===== config.mk =====
export PLATFORM = sky130hd
export DESIGN_NAME = battery_charge_limit_controller_unit_flat
export DESIGN_NICKNAME = d
export VERILOG_FILES = /design/src/rtl/core/bclc_pkg.sv /design/src/rtl/core/bclc_if.sv /design/src/rtl/core/bclc_cfg_regs.sv /design/src/rtl/core/bclc_ctrl.sv /design/src/rtl/core/bclc_datapath.sv /design/src/rtl/core/battery_charge_limit_controller_unit.sv /design/src/flat_wrapper.sv
export SDC_FILE = /design/constraint.sdc
export NUM_CORES = 2
export LEC_CHECK = 0
export BUFFER_PORTS_ARGS = -buffer_cell sky130_fd_sc_hd__buf_2
export CAP_MARGIN = 20
export CORE_MARGIN = 10
export CORE_UTILIZATION = 55
export DETAILED_ROUTE_END_ITERATION = 8
export HOLD_SLACK_MARGIN = 0.08
export PLACE_DENSITY = 0.73
export SYNTH_ARGS = -nofsm -noshare
export SYNTH_HDL_FRONTEND = slang
export SYNTH_SLANG_ARGS = --single-unit

===== constraint.sdc =====
create_clock -name clk -period 12.9 [get_ports clk]
set_clock_uncertainty 0.15 [all_clocks]
set_input_delay 1.29 -clock clk [delete_from_list [all_inputs] [get_ports clk]]
set_output_delay 1.29 -clock clk [all_outputs]
set_load 0.01 [all_outputs]

===== src/rtl/core/bclc_pkg.sv =====
package bclc_pkg;

	// Configuration port geometry: eight registers on an 8-byte stride
	localparam int unsigned ADDR_W = 6;
	localparam int unsigned DATA_W = 64;

	// Register indexes, taken from paddr[5:3]
	localparam logic [2:0] REG_CAPACITY   = 3'd0;
	localparam logic [2:0] REG_MAX_CHARGE = 3'd1;
	localparam logic [2:0] REG_MIN_CHARGE = 3'd2;
	localparam logic [2:0] REG_ADJ_STEP   = 3'd3;
	localparam logic [2:0] REG_VOLT_LIM   = 3'd4;
	localparam logic [2:0] REG_TAPER      = 3'd5;
	localparam logic [2:0] REG_SOC_LIM    = 3'd6;
	localparam logic [2:0] REG_AUTO_TRIM  = 3'd7;

	localparam logic [15:0] SOC_LIM_RESET = 16'h6400;

	// Field widths
	localparam int unsigned MA_W   = 22;
	localparam int unsigned SOC_W  = 7;
	localparam int unsigned VOLT_W = 16;
	localparam int unsigned CUR_W  = 32;
	localparam int unsigned TIME_W = 32;
	localparam int unsigned TIER_W = 2;
	localparam int unsigned V10_W  = 13;

	// Fixed thresholds
	localparam logic signed [CUR_W-1:0] CHARGING_MIN_MA = 32'sd5;
	localparam logic [VOLT_W:0] FULL_MARGIN_LO = 17'd30;
	localparam logic [VOLT_W:0] FULL_MARGIN_HI = 17'd50;
	localparam logic [SOC_W-1:0] SOC_RECHARGE_MAX = 7'd97;
	localparam logic [7:0] SOC_CHECK_OFF = 8'd100;
	localparam logic [MA_W-1:0] MA_MAX = {MA_W{1'b1}};

	// Divide a 16-bit value by ten: multiply by 52429 and keep bits [31:19]
	localparam logic [32:0] DIV10_MUL = 33'd52429;
	localparam int unsigned DIV10_SHIFT = 19;

	// Tier codes
	localparam logic [TIER_W-1:0] TIER_BULK = 2'd0;
	localparam logic [TIER_W-1:0] TIER_ONE  = 2'd1;
	localparam logic [TIER_W-1:0] TIER_TWO  = 2'd2;

	localparam int unsigned DIV_STEPS = MA_W;
	localparam int unsigned CNT_W = 5;

	typedef struct packed {
		logic [MA_W-1:0] capacity_ma;
		logic [MA_W-1:0] max_charge_ma;
		logic [MA_W-1:0] min_charge_ma;
		logic [MA_W-1:0] adjust_step_ma;
		logic [47:0]     voltage_limits;
		logic [31:0]     taper_tiers;
		logic [15:0]     soc_limits;
		logic            auto_trim_on;
	} cfg_t;

	typedef struct packed {
		logic capture;
		logic load;
		logic step;
		logic update;
	} dp_cmd_t;

	typedef struct packed {
		logic div_done;
	} dp_status_t;

endpackage


===== src/rtl/core/bclc_if.sv =====
interface bclc_in_if;
	logic                     valid;
	logic                     ready;
	logic [6:0]               soc_percent;
	logic [15:0]              pack_voltage;
	logic signed [31:0]       pack_current_ma;
	logic [31:0]              now_seconds;

	modport source (output valid, soc_percent, pack_voltage, pack_current_ma, now_seconds,
		input ready);
	modport sink (input valid, soc_percent, pack_voltage, pack_current_ma, now_seconds,
		output ready);
endinterface

interface bclc_out_if;
	logic        valid;
	logic        ready;
	logic [21:0] charge_limit_ma;
	logic        charge_allowed;
	logic        discharge_allowed;
	logic [1:0]  tier;
	logic        settings_changed;

	modport source (output valid, charge_limit_ma, charge_allowed, discharge_allowed, tier,
		settings_changed, input ready);
	modport sink (input valid, charge_limit_ma, charge_allowed, discharge_allowed, tier,
		settings_changed, output ready);
endinterface


===== src/rtl/core/bclc_cfg_regs.sv =====
module bclc_cfg_regs (
	input  logic                          clk,
	input  logic                          arst_n,
	input  logic                          psel,
	input  logic                          penable,
	input  logic                          pwrite,
	input  logic [bclc_pkg::ADDR_W-1:0]   paddr,
	input  logic [bclc_pkg::DATA_W-1:0]   pwdata,
	output logic [bclc_pkg::DATA_W-1:0]   prdata,
	output logic                          pready,
	output bclc_pkg::cfg_t                cfg
);
	import bclc_pkg::*;

	cfg_t       cfg_q;
	logic [2:0] reg_idx;
	logic       wr_en;

	assign pready  = 1'b1;
	assign reg_idx = paddr[5:3];
	assign wr_en   = psel && penable && pwrite && pready;
	assign cfg     = cfg_q;

	// Write the addressed register on the access cycle
	always_ff @(posedge clk or negedge arst_n) begin
		if (!arst_n) begin
			cfg_q.capacity_ma    <= '0;
			cfg_q.max_charge_ma  <= '0;
			cfg_q.min_charge_ma  <= '0;
			cfg_q.adjust_step_ma <= '0;
			cfg_q.voltage_limits <= '0;
			cfg_q.taper_tiers    <= '0;
			cfg_q.soc_limits     <= SOC_LIM_RESET;
			cfg_q.auto_trim_on   <= 1'b0;
		end else if (wr_en) begin
			case (reg_idx)
				REG_CAPACITY:   cfg_q.capacity_ma    <= pwdata[MA_W-1:0];
				REG_MAX_CHARGE: cfg_q.max_charge_ma  <= pwdata[MA_W-1:0];
				REG_MIN_CHARGE: cfg_q.min_charge_ma  <= pwdata[MA_W-1:0];
				REG_ADJ_STEP:   cfg_q.adjust_step_ma <= pwdata[MA_W-1:0];
				REG_VOLT_LIM:   cfg_q.voltage_limits <= pwdata[47:0];
				REG_TAPER:      cfg_q.taper_tiers    <= pwdata[31:0];
				REG_SOC_LIM:    cfg_q.soc_limits     <= pwdata[15:0];
				REG_AUTO_TRIM:  cfg_q.auto_trim_on   <= pwdata[0];
				default: ;
			endcase
		end
	end

	// Read back the addressed register
	always_comb begin
		prdata = '0;
		case (reg_idx)
			REG_CAPACITY:   prdata = DATA_W'(cfg_q.capacity_ma);
			REG_MAX_CHARGE: prdata = DATA_W'(cfg_q.max_charge_ma);
			REG_MIN_CHARGE: prdata = DATA_W'(cfg_q.min_charge_ma);
			REG_ADJ_STEP:   prdata = DATA_W'(cfg_q.adjust_step_ma);
			REG_VOLT_LIM:   prdata = DATA_W'(cfg_q.voltage_limits);
			REG_TAPER:      prdata = DATA_W'(cfg_q.taper_tiers);
			REG_SOC_LIM:    prdata = DATA_W'(cfg_q.soc_limits);
			REG_AUTO_TRIM:  prdata = DATA_W'(cfg_q.auto_trim_on);
			default:        prdata = '0;
		endcase
	end

endmodule


===== src/rtl/core/bclc_ctrl.sv =====
module bclc_ctrl (
	input  logic                   clk,
	input  logic                   arst_n,
	input  logic                   in_valid,
	output logic                   in_ready,
	output logic                   out_valid,
	input  logic                   out_ready,
	output bclc_pkg::dp_cmd_t      cmd,
	input  bclc_pkg::dp_status_t   status
);
	import bclc_pkg::*;

	localparam logic [1:0] ST_IDLE   = 2'd0;
	localparam logic [1:0] ST_LOAD   = 2'd1;
	localparam logic [1:0] ST_DIV    = 2'd2;
	localparam logic [1:0] ST_UPDATE = 2'd3;

	logic [1:0] state_q;
	logic [1:0] state_d;
	logic       out_valid_q;
	logic       slot_free;

	assign in_ready  = (state_q == ST_IDLE);
	assign out_valid = out_valid_q;
	assign slot_free = !out_valid_q || out_ready;

	// Issue datapath commands from the current state
	always_comb begin
		cmd.capture = in_valid && in_ready;
		cmd.load    = (state_q == ST_LOAD);
		cmd.step    = (state_q == ST_DIV) && !status.div_done;
		cmd.update  = (state_q == ST_UPDATE) && slot_free;
	end

	// Advance through capture, divide and update
	always_comb begin
		state_d = state_q;
		case (state_q)
			ST_IDLE:   if (cmd.capture) state_d = ST_LOAD;
			ST_LOAD:   state_d = ST_DIV;
			ST_DIV:    if (status.div_done) state_d = ST_UPDATE;
			ST_UPDATE: if (slot_free) state_d = ST_IDLE;
			default:   state_d = ST_IDLE;
		endcase
	end

	always_ff @(posedge clk or negedge arst_n) begin
		if (!arst_n) begin
			state_q     <= ST_IDLE;
			out_valid_q <= 1'b0;
		end else begin
			state_q <= state_d;
			// Hold the result until the sink takes the transfer
			if (cmd.update) begin
				out_valid_q <= 1'b1;
			end else if (out_ready) begin
				out_valid_q <= 1'b0;
			end
		end
	end

endmodule


===== src/rtl/core/bclc_datapath.sv =====
module bclc_datapath #(
	parameter int unsigned TRIM_INTERVAL_S = 60
) (
	input  logic                              clk,
	input  logic                              arst_n,
	input  bclc_pkg::cfg_t                    cfg,
	input  bclc_pkg::dp_cmd_t                 cmd,
	output bclc_pkg::dp_status_t              status,
	input  logic [bclc_pkg::SOC_W-1:0]        soc_percent,
	input  logic [bclc_pkg::VOLT_W-1:0]       pack_voltage,
	input  logic signed [bclc_pkg::CUR_W-1:0] pack_current_ma,
	input  logic [bclc_pkg::TIME_W-1:0]       now_seconds,
	output logic [bclc_pkg::MA_W-1:0]         charge_limit_ma,
	output logic                              charge_allowed,
	output logic                              discharge_allowed,
	output logic [bclc_pkg::TIER_W-1:0]       tier,
	output logic                              settings_changed
);
	import bclc_pkg::*;

	// Captured update
	logic [SOC_W-1:0]        soc_q;
	logic [VOLT_W-1:0]       volt_q;
	logic signed [CUR_W-1:0] cur_q;
	logic [TIME_W-1:0]       now_q;

	// Divider and scaled voltages
	logic [V10_W-1:0] full10_q, over10_q;
	logic [MA_W-1:0]  quot_q;
	logic [7:0]       rem_q;
	logic [7:0]       div_d_q;
	logic [CNT_W-1:0] cnt_q;

	// Controller state
	logic [MA_W-1:0]   trim_q, active_q;
	logic [TIME_W-1:0] last_time_q;
	logic [TIER_W-1:0] prev_tier_q;
	logic              armed_q, charge_q, dis_q;

	// Result register
	logic [MA_W-1:0]   res_limit_q;
	logic              res_charge_q, res_dis_q, res_changed_q;
	logic [TIER_W-1:0] res_tier_q;

	logic [15:0] full_v, over_v, dis_v;
	logic [7:0]  s1, d1, s2, d2, low_soc, high_soc;
	logic        t2_hit, t1_hit;
	logic [TIER_W-1:0] tier_sel;
	logic [32:0] full_prod, over_prod;
	logic [8:0]  div_trial;
	logic        div_ge;

	logic              cap_nz, armed_n, charging, dist_ok;
	logic              v_gt_full, v_lt_lo, v_lt_hi;
	logic [MA_W-1:0]   base, trim0, trim1, lim0, lim;
	logic [TIME_W-1:0] elapsed;
	logic [MA_W:0]     trim_sum, head_need, lim_diff;
	logic              path_a, c1, c2, dn, high_block, ov_block, lim_chg, changed;
	logic [TIME_W-1:0] last_n;

	assign full_v   = cfg.voltage_limits[15:0];
	assign over_v   = cfg.voltage_limits[31:16];
	assign dis_v    = cfg.voltage_limits[47:32];
	assign s1       = cfg.taper_tiers[7:0];
	assign d1       = cfg.taper_tiers[15:8];
	assign s2       = cfg.taper_tiers[23:16];
	assign d2       = cfg.taper_tiers[31:24];
	assign low_soc  = cfg.soc_limits[7:0];
	assign high_soc = cfg.soc_limits[15:8];

	// Pick the taper tier, tier two first
	assign t2_hit   = (s2 != 8'd0) && ({1'b0, soc_q} >= s2) && (d2 != 8'd0);
	assign t1_hit   = (s1 != 8'd0) && ({1'b0, soc_q} >= s1) && (d1 != 8'd0);
	assign tier_sel = t2_hit ? TIER_TWO : (t1_hit ? TIER_ONE : TIER_BULK);

	assign full_prod = 33'(full_v) * DIV10_MUL;
	assign over_prod = 33'(over_v) * DIV10_MUL;

	// One restoring quotient bit per step
	assign div_trial = {rem_q, quot_q[MA_W-1]};
	assign div_ge    = (div_trial >= {1'b0, div_d_q});

	assign status.div_done = (cnt_q == CNT_W'(DIV_STEPS));

	always_ff @(posedge clk) begin
		if (cmd.capture) begin
			soc_q  <= soc_percent;
			volt_q <= pack_voltage;
			cur_q  <= pack_current_ma;
			now_q  <= now_seconds;
		end
		if (cmd.load) begin
			full10_q <= full_prod[DIV10_SHIFT +: V10_W];
			over10_q <= over_prod[DIV10_SHIFT +: V10_W];
			quot_q   <= cfg.capacity_ma;
			rem_q    <= '0;
			div_d_q  <= t2_hit ? d2 : d1;
		end else if (cmd.step) begin
			quot_q <= {quot_q[MA_W-2:0], div_ge};
			rem_q  <= div_ge ? 8'(div_trial - {1'b0, div_d_q}) : div_trial[7:0];
		end
	end

	always_ff @(posedge clk or negedge arst_n) begin
		if (!arst_n) begin
			cnt_q <= '0;
		end else if (cmd.load) begin
			cnt_q <= '0;
		end else if (cmd.step) begin
			cnt_q <= cnt_q + CNT_W'(1);
		end
	end

	// Work out tier, trim, limit and enables for the update
	always_comb begin
		cap_nz  = (cfg.capacity_ma != '0);
		armed_n = armed_q || ((over_v != 16'd0) && (full_v != 16'd0)
			&& (cfg.adjust_step_ma != '0) && (cfg.min_charge_ma != '0));
		base    = (tier_sel == TIER_BULK) ? cfg.max_charge_ma : quot_q;
		trim0   = (tier_sel != prev_tier_q) ? '0 : trim_q;

		elapsed   = (now_q >= last_time_q) ? (now_q - last_time_q) : (last_time_q - now_q);
		dist_ok   = (elapsed >= TIME_W'(TRIM_INTERVAL_S));
		charging  = (cur_q >= CHARGING_MIN_MA);
		v_gt_full = (volt_q > VOLT_W'(full10_q));
		v_lt_lo   = ((17'(volt_q) + FULL_MARGIN_LO) < 17'(full10_q));
		v_lt_hi   = ((17'(volt_q) + FULL_MARGIN_HI) < 17'(full10_q));

		trim_sum  = 23'(trim0) + 23'(cfg.adjust_step_ma);
		head_need = 23'(trim0) + 23'(cfg.min_charge_ma);

		trim1  = trim0;
		c1     = charge_q;
		last_n = last_time_q;
		path_a = 1'b0;
		if (cap_nz && cfg.auto_trim_on && armed_n) begin
			if (charging && v_gt_full && dist_ok) begin
				path_a = 1'b1;
				last_n = now_q;
				if (23'(base) > head_need) begin
					trim1 = trim_sum[MA_W] ? MA_MAX : trim_sum[MA_W-1:0];
				end else begin
					c1 = 1'b0;
				end
			end else if (charging && v_lt_lo && (trim0 != '0)) begin
				if (trim0 >= cfg.adjust_step_ma) begin
					trim1 = trim0 - cfg.adjust_step_ma;
				end
			end else if (v_lt_hi && !charge_q && (soc_q <= SOC_RECHARGE_MAX)) begin
				c1 = 1'b1;
			end
		end

		// Base minus trim, clamped at zero, raised to the floor
		lim_diff = 23'(base) - 23'(trim1);
		lim0     = lim_diff[MA_W] ? '0 : lim_diff[MA_W-1:0];
		lim      = (lim0 < cfg.min_charge_ma) ? cfg.min_charge_ma : lim0;
		lim_chg  = cap_nz && (lim != active_q);

		dn = (low_soc != 8'd0) ? ({1'b0, soc_q} > low_soc) : dis_q;

		high_block = (high_soc < SOC_CHECK_OFF) && ({1'b0, soc_q} >= high_soc) && c1;
		ov_block   = (over_v > dis_v) && (volt_q >= VOLT_W'(over10_q));
		c2         = !(high_block || ov_block);

		changed = lim_chg || (dn != dis_q) || (c1 != charge_q) || (c2 != c1);
	end

	// Commit state on the update cycle
	always_ff @(posedge clk or negedge arst_n) begin
		if (!arst_n) begin
			trim_q      <= '0;
			active_q    <= '0;
			last_time_q <= '0;
			prev_tier_q <= TIER_BULK;
			armed_q     <= 1'b0;
			charge_q    <= 1'b1;
			dis_q       <= 1'b1;
		end else if (cmd.update) begin
			armed_q  <= armed_n;
			charge_q <= c2;
			dis_q    <= dn;
			if (cap_nz) begin
				trim_q      <= trim1;
				active_q    <= lim;
				prev_tier_q <= tier_sel;
				if (path_a) begin
					last_time_q <= last_n;
				end
			end
		end
	end

	// Load the result register
	always_ff @(posedge clk) begin
		if (cmd.update) begin
			res_limit_q   <= cap_nz ? lim : active_q;
			res_charge_q  <= c2;
			res_dis_q     <= dn;
			res_tier_q    <= cap_nz ? tier_sel : prev_tier_q;
			res_changed_q <= changed;
		end
	end

	assign charge_limit_ma   = res_limit_q;
	assign charge_allowed    = res_charge_q;
	assign discharge_allowed = res_dis_q;
	assign tier              = res_tier_q;
	assign settings_changed  = res_changed_q;

endmodule


===== src/rtl/core/battery_charge_limit_controller_unit.sv =====
// Battery charge limit controller. One battery update is taken per transfer on
// in_ch and yields one result on out_ch. After the accepting edge, a load state
// loads the divider and scales the voltage limits by ten; the bit-serial
// restoring divider (capacity over tier divider) then yields one quotient bit
// per cycle until its step count is reached and flags done; an update state
// commits state and fills the output register. A new update is taken the cycle
// after that, so no new update is taken while one is in flight; if the
// previous result is still held, the update cycle waits for it to leave.
// Configuration goes over the APB port at byte address 8*index; the user must
// write it only while no update is in flight, as the block does not enforce it.
module battery_charge_limit_controller_unit #(
	parameter int unsigned TRIM_INTERVAL_S = 60
) (
	input  logic                        clk,
	input  logic                        arst_n,
	input  logic                        psel,
	input  logic                        penable,
	input  logic                        pwrite,
	input  logic [bclc_pkg::ADDR_W-1:0] paddr,
	input  logic [bclc_pkg::DATA_W-1:0] pwdata,
	output logic [bclc_pkg::DATA_W-1:0] prdata,
	output logic                        pready,
	bclc_in_if.sink                     in_ch,
	bclc_out_if.source                  out_ch
);
	import bclc_pkg::*;

	cfg_t       cfg;
	dp_cmd_t    cmd;
	dp_status_t status;

	bclc_cfg_regs u_regs (
		.clk     (clk),
		.arst_n  (arst_n),
		.psel    (psel),
		.penable (penable),
		.pwrite  (pwrite),
		.paddr   (paddr),
		.pwdata  (pwdata),
		.prdata  (prdata),
		.pready  (pready),
		.cfg     (cfg)
	);

	bclc_ctrl u_ctrl (
		.clk       (clk),
		.arst_n    (arst_n),
		.in_valid  (in_ch.valid),
		.in_ready  (in_ch.ready),
		.out_valid (out_ch.valid),
		.out_ready (out_ch.ready),
		.cmd       (cmd),
		.status    (status)
	);

	bclc_datapath #(
		.TRIM_INTERVAL_S (TRIM_INTERVAL_S)
	) u_dp (
		.clk               (clk),
		.arst_n            (arst_n),
		.cfg               (cfg),
		.cmd               (cmd),
		.status            (status),
		.soc_percent       (in_ch.soc_percent),
		.pack_voltage      (in_ch.pack_voltage),
		.pack_current_ma   (in_ch.pack_current_ma),
		.now_seconds       (in_ch.now_seconds),
		.charge_limit_ma   (out_ch.charge_limit_ma),
		.charge_allowed    (out_ch.charge_allowed),
		.discharge_allowed (out_ch.discharge_allowed),
		.tier              (out_ch.tier),
		.settings_changed  (out_ch.settings_changed)
	);

endmodule


===== src/flat_wrapper.sv =====
// flat-port wrapper written by rule: the top's interface ports become plain ports
module battery_charge_limit_controller_unit_flat import bclc_pkg::*;
#(
	parameter int unsigned TRIM_INTERVAL_S = 60
)
  (clk, arst_n, psel, penable, pwrite, paddr, pwdata, prdata, pready, in_ch_valid, in_ch_soc_percent, in_ch_pack_voltage, in_ch_pack_current_ma, in_ch_now_seconds, in_ch_ready, out_ch_valid, out_ch_charge_limit_ma, out_ch_charge_allowed, out_ch_discharge_allowed, out_ch_tier, out_ch_settings_changed, out_ch_ready);
  bclc_in_if in_ch_i ();
  bclc_out_if out_ch_i ();
  input  logic clk;
  input  logic arst_n;
  input  logic psel;
  input  logic penable;
  input  logic pwrite;
  input  logic [bclc_pkg::ADDR_W-1:0] paddr;
  input  logic [bclc_pkg::DATA_W-1:0] pwdata;
  output logic [bclc_pkg::DATA_W-1:0] prdata;
  output logic pready;
  input wire logic [$bits(in_ch_i.valid)-1:0] in_ch_valid;
  input wire logic [$bits(in_ch_i.soc_percent)-1:0] in_ch_soc_percent;
  input wire logic [$bits(in_ch_i.pack_voltage)-1:0] in_ch_pack_voltage;
  input wire logic [$bits(in_ch_i.pack_current_ma)-1:0] in_ch_pack_current_ma;
  input wire logic [$bits(in_ch_i.now_seconds)-1:0] in_ch_now_seconds;
  output wire logic [$bits(in_ch_i.ready)-1:0] in_ch_ready;
  output wire logic [$bits(out_ch_i.valid)-1:0] out_ch_valid;
  output wire logic [$bits(out_ch_i.charge_limit_ma)-1:0] out_ch_charge_limit_ma;
  output wire logic [$bits(out_ch_i.charge_allowed)-1:0] out_ch_charge_allowed;
  output wire logic [$bits(out_ch_i.discharge_allowed)-1:0] out_ch_discharge_allowed;
  output wire logic [$bits(out_ch_i.tier)-1:0] out_ch_tier;
  output wire logic [$bits(out_ch_i.settings_changed)-1:0] out_ch_settings_changed;
  input wire logic [$bits(out_ch_i.ready)-1:0] out_ch_ready;
  assign in_ch_i.valid = in_ch_valid;
  assign in_ch_i.soc_percent = in_ch_soc_percent;
  assign in_ch_i.pack_voltage = in_ch_pack_voltage;
  assign in_ch_i.pack_current_ma = in_ch_pack_current_ma;
  assign in_ch_i.now_seconds = in_ch_now_seconds;
  assign in_ch_ready = in_ch_i.ready;
  assign out_ch_valid = out_ch_i.valid;
  assign out_ch_charge_limit_ma = out_ch_i.charge_limit_ma;
  assign out_ch_charge_allowed = out_ch_i.charge_allowed;
  assign out_ch_discharge_allowed = out_ch_i.discharge_allowed;
  assign out_ch_tier = out_ch_i.tier;
  assign out_ch_settings_changed = out_ch_i.settings_changed;
  assign out_ch_i.ready = out_ch_ready;
  battery_charge_limit_controller_unit #(.TRIM_INTERVAL_S(TRIM_INTERVAL_S)) u_core (.clk(clk), .arst_n(arst_n), .psel(psel), .penable(penable), .pwrite(pwrite), .paddr(paddr), .pwdata(pwdata), .prdata(prdata), .pready(pready), .in_ch(in_ch_i), .out_ch(out_ch_i));
endmodule

Word level (Yosys, flattened, before mapping)
Cells that the tools add are included.

word-level totals
  flip-flop bits (word level) = 452
  latch bits = 0
  memory bits (writable) = 0
  memory bits (read-only) = 0
  logic and storage cells = 178
  memories = 0

operators by class
  add/subtract/negate cells = 10
  multipliers = 2
  div/mod/pow operators = 0
  order comparisons = 18
  equality and inequality tests = 19
  shift operators = 0
  muxes and demuxes = 36
  bitwise logic cells = 0
  reduce and logical (&&, ||, !) cells = 61

operator list
  operator                  count
  $pmux W64 S8              1
  $mux W22                  13
  $reduce_bool A22 Y1       4
  $mul A16 B16 Y32 const B  2
  $sub A32 B32 Y32          2
  $add A22 B22 Y23          2
  $reduce_bool A8 Y1        5
  $lt A17 B13 Y1            2
  $ge A32 B32 Y1            1
  $ge A32 B4 Y1 const B     1
  $ge A32 B6 Y1 const B     1
  $mux W32                  1
  $reduce_bool A16 Y1       2
  $ge A7 B8 Y1              3
  $logic_and A1 B1 Y1       24
  $gt A22 B23 Y1            1
  $sub A22 B22 Y23          1
  $ge A22 B22 Y1            1
  $lt A22 B22 Y1            1
  $ne A22 B22 Y1            1
  $sub A22 B22 Y22          1
  $reduce_and A2 Y1         9
  $add A16 B5 Y17 const B   1
  $add A16 B6 Y17 const B   1
  other kinds (31)          65

Longest topological paths before layout
  depth after elaboration = 21
  mapped depth = 78

By module
From an unflattened synthesis, not the netlist that was laid out.

unflattened totals
  cell total of the unflattened synthesis = 4201
  area total of the unflattened synthesis = 40926.8 um^2

modules (own cells, without submodules)
  module         instances  cells each  area an instance (um^2)
  bclc_datapath  1          3533        32115.8
  bclc_cfg_regs  1          647         8585.7
  bclc_ctrl      1          21          225.2

Worst setup path before layout
No wires, ideal clock.

  kind = flip-flop to flip-flop
  from = register u_core.u_dp.soc_q[4]
  to = register u_core.u_dp.res_changed_q, in the netlist u_core.u_dp.settings_changed, data pin
  library setup time = 0.277 ns
  data arrival time = 12.898 ns
  data required time = 12.473 ns
  slack = -0.425 ns
  cell stages (with the launch flop) = 70
  path buffers = 5
  path through = edfxtp_1 > ha_1 > a21o_1 > a21o_1 > a211oi_1 > o22ai_1 > nor3_1 > or2_2 > clkbuf_1 > and2_1 > ha_1 > a21o_1 > a21oi_1 > o21bai_1 > a21oi_1 > o21bai_1 > a21oi_1 > o21bai_1 > (+34 left out) > buf_2 > buf_2 > buf_1 > nor2_1 > ha_1 > a21o_1 > a21oi_1 > nor2b_1 > o21ai_0 > nand2b_1 > a21oi_1 > nand2_1 > a21o_1 > a221oi_4 > mux2i_1 > a2bb2o_4 > nor4_2 > a41oi_1

on the way
  longest elaborated chain between the ends = 21
  elaborated cells on any way between the ends = 51
  those cells by class = add/sub: 4; order compare: 8; eq/ne: 5; mux: 18; reduce/logical: 16

RTL lines
  item                                            line                  source
  from (decl)                                     bclc_datapath.sv:22   logic [SOC_W-1:0] soc_q;
  from (signal assigned)                          bclc_datapath.sv:87   soc_q <= soc_percent;
  $ge A7 B8 Y1                                    bclc_datapath.sv:73   assign t1_hit = (s1 != 8'd0) && ({1'b0, soc_q} >= s1) && (d1 != 8'd0);
  $logic_and A1 B1 Y1 (2 in a row)                bclc_datapath.sv:73
  $mux W1                                         bclc_datapath.sv:74   assign tier_sel = t2_hit ? TIER_TWO : (t1_hit ? TIER_ONE : TIER_BULK);
  $mux W2                                         bclc_datapath.sv:74
  $ne A2 B2 Y1                                    bclc_datapath.sv:120  trim0 = (tier_sel != prev_tier_q) ? '0 : trim_q;
  $mux W22                                        bclc_datapath.sv:120
  $add A22 B22 Y23, or another cell as far along  bclc_datapath.sv:130  head_need = 23'(trim0) + 23'(cfg.min_charge_ma);
  $gt A22 B23 Y1, or another cell as far along    bclc_datapath.sv:140  if (23'(base) > head_need) begin
  (+4 left out)                                   --
  $mux W22                                        bclc_datapath.sv:156  lim0 = lim_diff[MA_W] ? '0 : lim_diff[MA_W-1:0];
  $lt A22 B22 Y1                                  bclc_datapath.sv:157  lim = (lim0 < cfg.min_charge_ma) ? cfg.min_charge_ma : lim0;
  $mux W22                                        bclc_datapath.sv:157
  $ne A22 B22 Y1                                  bclc_datapath.sv:158  lim_chg = cap_nz && (lim != active_q);
  $logic_and A1 B1 Y1                             bclc_datapath.sv:158
  $logic_or A1 B1 Y1 (2 in a row)                 bclc_datapath.sv:166  changed = lim_chg || (dn != dis_q) || (c1 != charge_q) || (c2 != c1);
  $logic_or A1 B1 Y1 (*)                          bclc_datapath.sv:166
  via u_core.u_dp.changed                         bclc_datapath.sv:58   logic path_a, c1, c2, dn, high_block, ov_block, lim_chg, changed;
  to (signal assigned)                            bclc_datapath.sv:201  res_changed_q <= changed;
  to (decl)                                       bclc_datapath.sv:42   logic res_charge_q, res_dis_q, res_changed_q;

The timed path passes the listed nets; every way through them passes the cells marked *.
A chain may end at the register's enable or synchronous reset.

Worst setup path after layout
  from = register u_core.u_dp.soc_q[4]
  to = register u_core.u_dp.res_changed_q, in the netlist u_core.u_dp.settings_changed, data pin

on the way
  longest elaborated chain between the ends = 21
  elaborated cells on any way between the ends = 51
  those cells by class = add/sub: 4; order compare: 8; eq/ne: 5; mux: 18; reduce/logical: 16

RTL lines
  item                                            line                  source
  $ge A7 B8 Y1                                    bclc_datapath.sv:73
  $logic_and A1 B1 Y1 (2 in a row)                bclc_datapath.sv:73
  $mux W1                                         bclc_datapath.sv:74
  $mux W2 (*)                                     bclc_datapath.sv:74
  $ne A2 B2 Y1                                    bclc_datapath.sv:120
  $mux W22                                        bclc_datapath.sv:120
  $add A22 B22 Y23, or another cell as far along  bclc_datapath.sv:130
  $gt A22 B23 Y1, or another cell as far along    bclc_datapath.sv:140
  (+3 left out)                                   --
  via u_core.u_dp.trim1[0]                        bclc_datapath.sv:55   logic [MA_W-1:0] base, trim0, trim1, lim0, lim;
  $sub A22 B22 Y23 (*)                            bclc_datapath.sv:155  lim_diff = 23'(base) - 23'(trim1);
  $mux W22 (*)                                    bclc_datapath.sv:156
  $lt A22 B22 Y1                                  bclc_datapath.sv:157
  $mux W22 (*)                                    bclc_datapath.sv:157
  $ne A22 B22 Y1 (*)                              bclc_datapath.sv:158
  $logic_and A1 B1 Y1 (*)                         bclc_datapath.sv:158
  $logic_or A1 B1 Y1 (*) (3 in a row)             bclc_datapath.sv:166
  via u_core.u_dp.changed                         bclc_datapath.sv:58

Marked as above.

==> results.cfg <==
[global_routing]
grt_pass1_vias = 34900
grtUsageTotal = 0.298
antenna_found_initial = 9
grt_max_degree = 153
overflow = 0
grt_pass1_wl_mm = 203

[placed_design]
place_hpwl_mm = 104
globalplace.congestion = 1.01
portBuffers = 221
placed_area_um2 = 45200
dp_slack_ns = -0.587

[logic_synthesis]
synth_warnings = 0
synth_area_per_cell_um2 = 9.33
yosys-top-cells-count = inv_1 (583), ha_1 (576), nand2_1 (317), o21ai_0 (293), dfrtp_1 (269)
synth_xor_area_frac = 0.0328
ys_types = 107
synth_compound_area_frac = 0.160
synthAdderAreaFrac = 0.255
synth_flop_cell = dfrtp_1
ys_ff_latch = 452
yosys.area.top_type = ha_1
synthesis.area_um2 = 41700
synth_area_leaders = ha_1 (17%), dfrtp_1 (16%), edfxtp_1 (12%)
synth-simple-area-share = 0.126
synthArstFlopShare = 0.606
yosysTopAreaCellShare = 0.173
synth_edf_count = 170
synthCells = 4465
synthMuxAreaShare = 0.0639
synth_most_common_cell = inv_1
yosysSeqAreaShare = 0.291
synth_top_family_by_area = adder cells

[timing]
fmax_ghz = 0.0779
rsz0062_at_grt = yes
drv_slew = 0
tightest_slew_ns = 1.13
fin_crit_sh = 0.995
setup_violations = 0
slew_headroom = 0.250
finalWorstSetupSlack_ns = 0.0621
fin_crit_ns = 12.84
timing.final.hold_violations = 0

[setup_path]
worstPathMaxFanout = 6
cp_slowest_cell = edfxtp_1
rrSetupSlack_ns = 0.06
path_class = reg -> reg
cp_slowest_stage_delay_ns = 0.55
worstPathArrival_ns = 13.04
worstReg2RegEnd = u_core.u_dp.settings_changed
crit_top_cell = buf_4
reg2regPathDepth = 65
crit_required_ns = 13.10
r2r-start = u_core.u_dp.soc_q[4]
endpoint_kind = flip-flop
startpoint_type = flip-flop

[floorplan]
dieArea_um2 = 87200
core_um2 = 74800
die_h_um = 295
pin_count = 258
die_x_um = 295
fp-row-count = 100
start_util = 0.557

[finish]
drive_gt1_frac = 0.189
nFillCells = 6235
post-route-util = 0.641
design_area_um2 = 48000
num-nets-final = 5767
area_growth_pct = 15.1

[clock_network]
cts_tree = done
cts.path.max_buffers = 3
clkLatencyLatePin_ns = 0.66
clkTransAtPathRegs_ns = 0.06
numCtsBuffers = 54
htreeDepth = 2
ctsHoldBuffers = 0
cts_sinks = 452
cts.root.buffer_cell = clkbuf_16

[min_path]
holdCritStartpoint = u_core.u_dp.armed_q
hold_depth = 1
min_path_type = reg -> reg
min_to = u_core.u_dp.armed_q

[drt]
ant_nets = 0
drt_iter0_drc = 3517
drt-pass1-iter-count = 6
vias_per_cell = 6.05
vias = 35500
postRouteWirelength_mm = 132
drc = 0
wire_per_inst_um = 22.5

[status]
outcome = finished clean

[run]
maxCapViolations = 0
==> worst max path at each step <==
stage / from / end / slack (ns) / depth (start not counted)
final: u_core.u_dp.soc_q[4] / u_core.u_dp.settings_changed / 0.06 / 65
after floorplan: u_core.u_dp.soc_q[2] / u_core.u_dp.settings_changed / 0.03 / 74
after CTS: u_core.u_dp.soc_q[4] / u_core.u_dp.settings_changed / 0.009 / 69
after global routing: u_core.u_dp.soc_q[4] / u_core.u_dp.settings_changed / -0.52 / 65
after detailed placement: u_core.u_dp.soc_q[4] / u_core.u_dp.settings_changed / -0.59 / 71
after global placement: u_core.u_dp.soc_q[4] / u_core.u_dp.settings_changed / -0.42 / 71
==> per-layer routing <==
layer,GRT usage,up-vias,wire [µm]
li1,-,16500,-
met1,0.404,17200,55400
met2,0.469,1536,58900
met3,0.0520,329,11700
met4,0.121,6,6110
met5,0,-,34
==> placed cells by master (no fill, tap or decap), types with 23 or more instances in the layout <==
| master | count |
|---|---|
| a21oi_2 | 23 |
| nand4_1 | 70 |
| a211oi_1 | 34 |
| xor2_1 | 55 |
| inv_1 | 579 |
| nor2b_1 | 43 |
| or3_1 | 24 |
| nor2_1 | 241 |
| nand3_1 | 47 |
| o211ai_1 | 26 |
| a21oi_1 | 231 |
| xnor2_1 | 98 |
| and2_1 | 35 |
| nor3_1 | 76 |
| buf_2 | 219 |
| a21o_1 | 98 |
| buf_4 | 270 |
| edfxtp_1 | 170 |
| o21bai_1 | 28 |
| clkbuf_16 | 54 |
| dfrtp_1 | 269 |
| mux2i_1 | 63 |
| nor4_1 | 54 |
| fa_1 | 168 |
| mux2_2 | 167 |
| nand2_1 | 312 |
| nand2b_1 | 45 |
| o22ai_1 | 33 |
| ha_1 | 564 |
| o21ai_0 | 281 |
| o21a_1 | 45 |
==> worst max-delay path, delay by kind of cell (launching register included) <==
family | cells | cell delay (ns)
adder cells (fa/ha/maj) | 7 | 2.37
AO/OA/AOI/OAI | 31 | 5.67
flip-flops | 1 | 0.55
buffers and inverters | 12 | 1.56
AND/OR/NAND/NOR | 13 | 1.75
multiplexers | 2 | 0.44
==> cells by family (layout without fill, tap and decap cells) <==
kind of cell | after synthesis | count (layout)
mux | 241 | 241
flops | 452 | 452
buf+inv | 764 | 1188
xor+xnor | 156 | 156
simple gates | 1069 | 1069
other cells | 2 | 20
compound gates | 1034 | 1034
fa+ha+maj | 747 | 747
==> what timing repair did <==
item,CTS,global route
pin swaps,12,79
setup endpoints to repair,45,45
gates resized for setup,32,96
setup buffers,4,23
==> state kept, by name (all words and copies together), names as in the netlist, 8 cells and up <==
| signal | cells |
|---|---|
| u_core.u_dp.charge_limit_ma | 22 |
| u_core.u_dp.trim_q | 22 |
| u_core.u_dp.now_q | 32 |
| u_core.u_dp.cur_q | 32 |
| u_core.u_regs.cfg | 185 |
| u_core.u_dp.last_time_q | 32 |
| u_core.u_dp.rem_q | 8 |
| u_core.u_dp.active_q | 22 |
| u_core.u_dp.over10_q | 13 |
| u_core.u_dp.full10_q | 13 |
| u_core.u_dp.volt_q | 16 |
| u_core.u_dp.quot_q | 22 |
| u_core.u_dp.div_d_q | 8 |
==> through the flow <==
| stage | std cells | TNS (ns) | hold slack [ns] |
|---|---|---|---|
| 2_1_floorplan | 4480 | 0 | 0.278 |
| 3_3_place_gp | 5743 | -5.40 | 0.291 |
| 3_5_place_dp | 5743 | -11.16 | 0.299 |
| 4_1_cts | 5849 | 0 | 0.312 |
| 5_1_grt | 5874 | -6.27 | 0.326 |
| 6_report | 5876 | 0 | 0.316 |
==> area by class of cell <==
cell class / count / area [µm²] / area share
Multi-Input combinational cell: 3264 / 27200 / 0.567
Clock inverter: 36 / 492 / 0.0103
Clock buffer: 66 / 1430 / 0.0297
Tap cell: 969 / 1210 / 0.0253
Timing Repair Buffer: 501 / 3280 / 0.0684
Antenna cell: 3 / 7.51 / 0.000157
Sequential cell: 452 / 12100 / 0.253
Inverter: 585 / 2200 / 0.0458
Power is not shown: default switching activity piles up to over one toggle a cycle in this logic, so the estimate is an artifact.
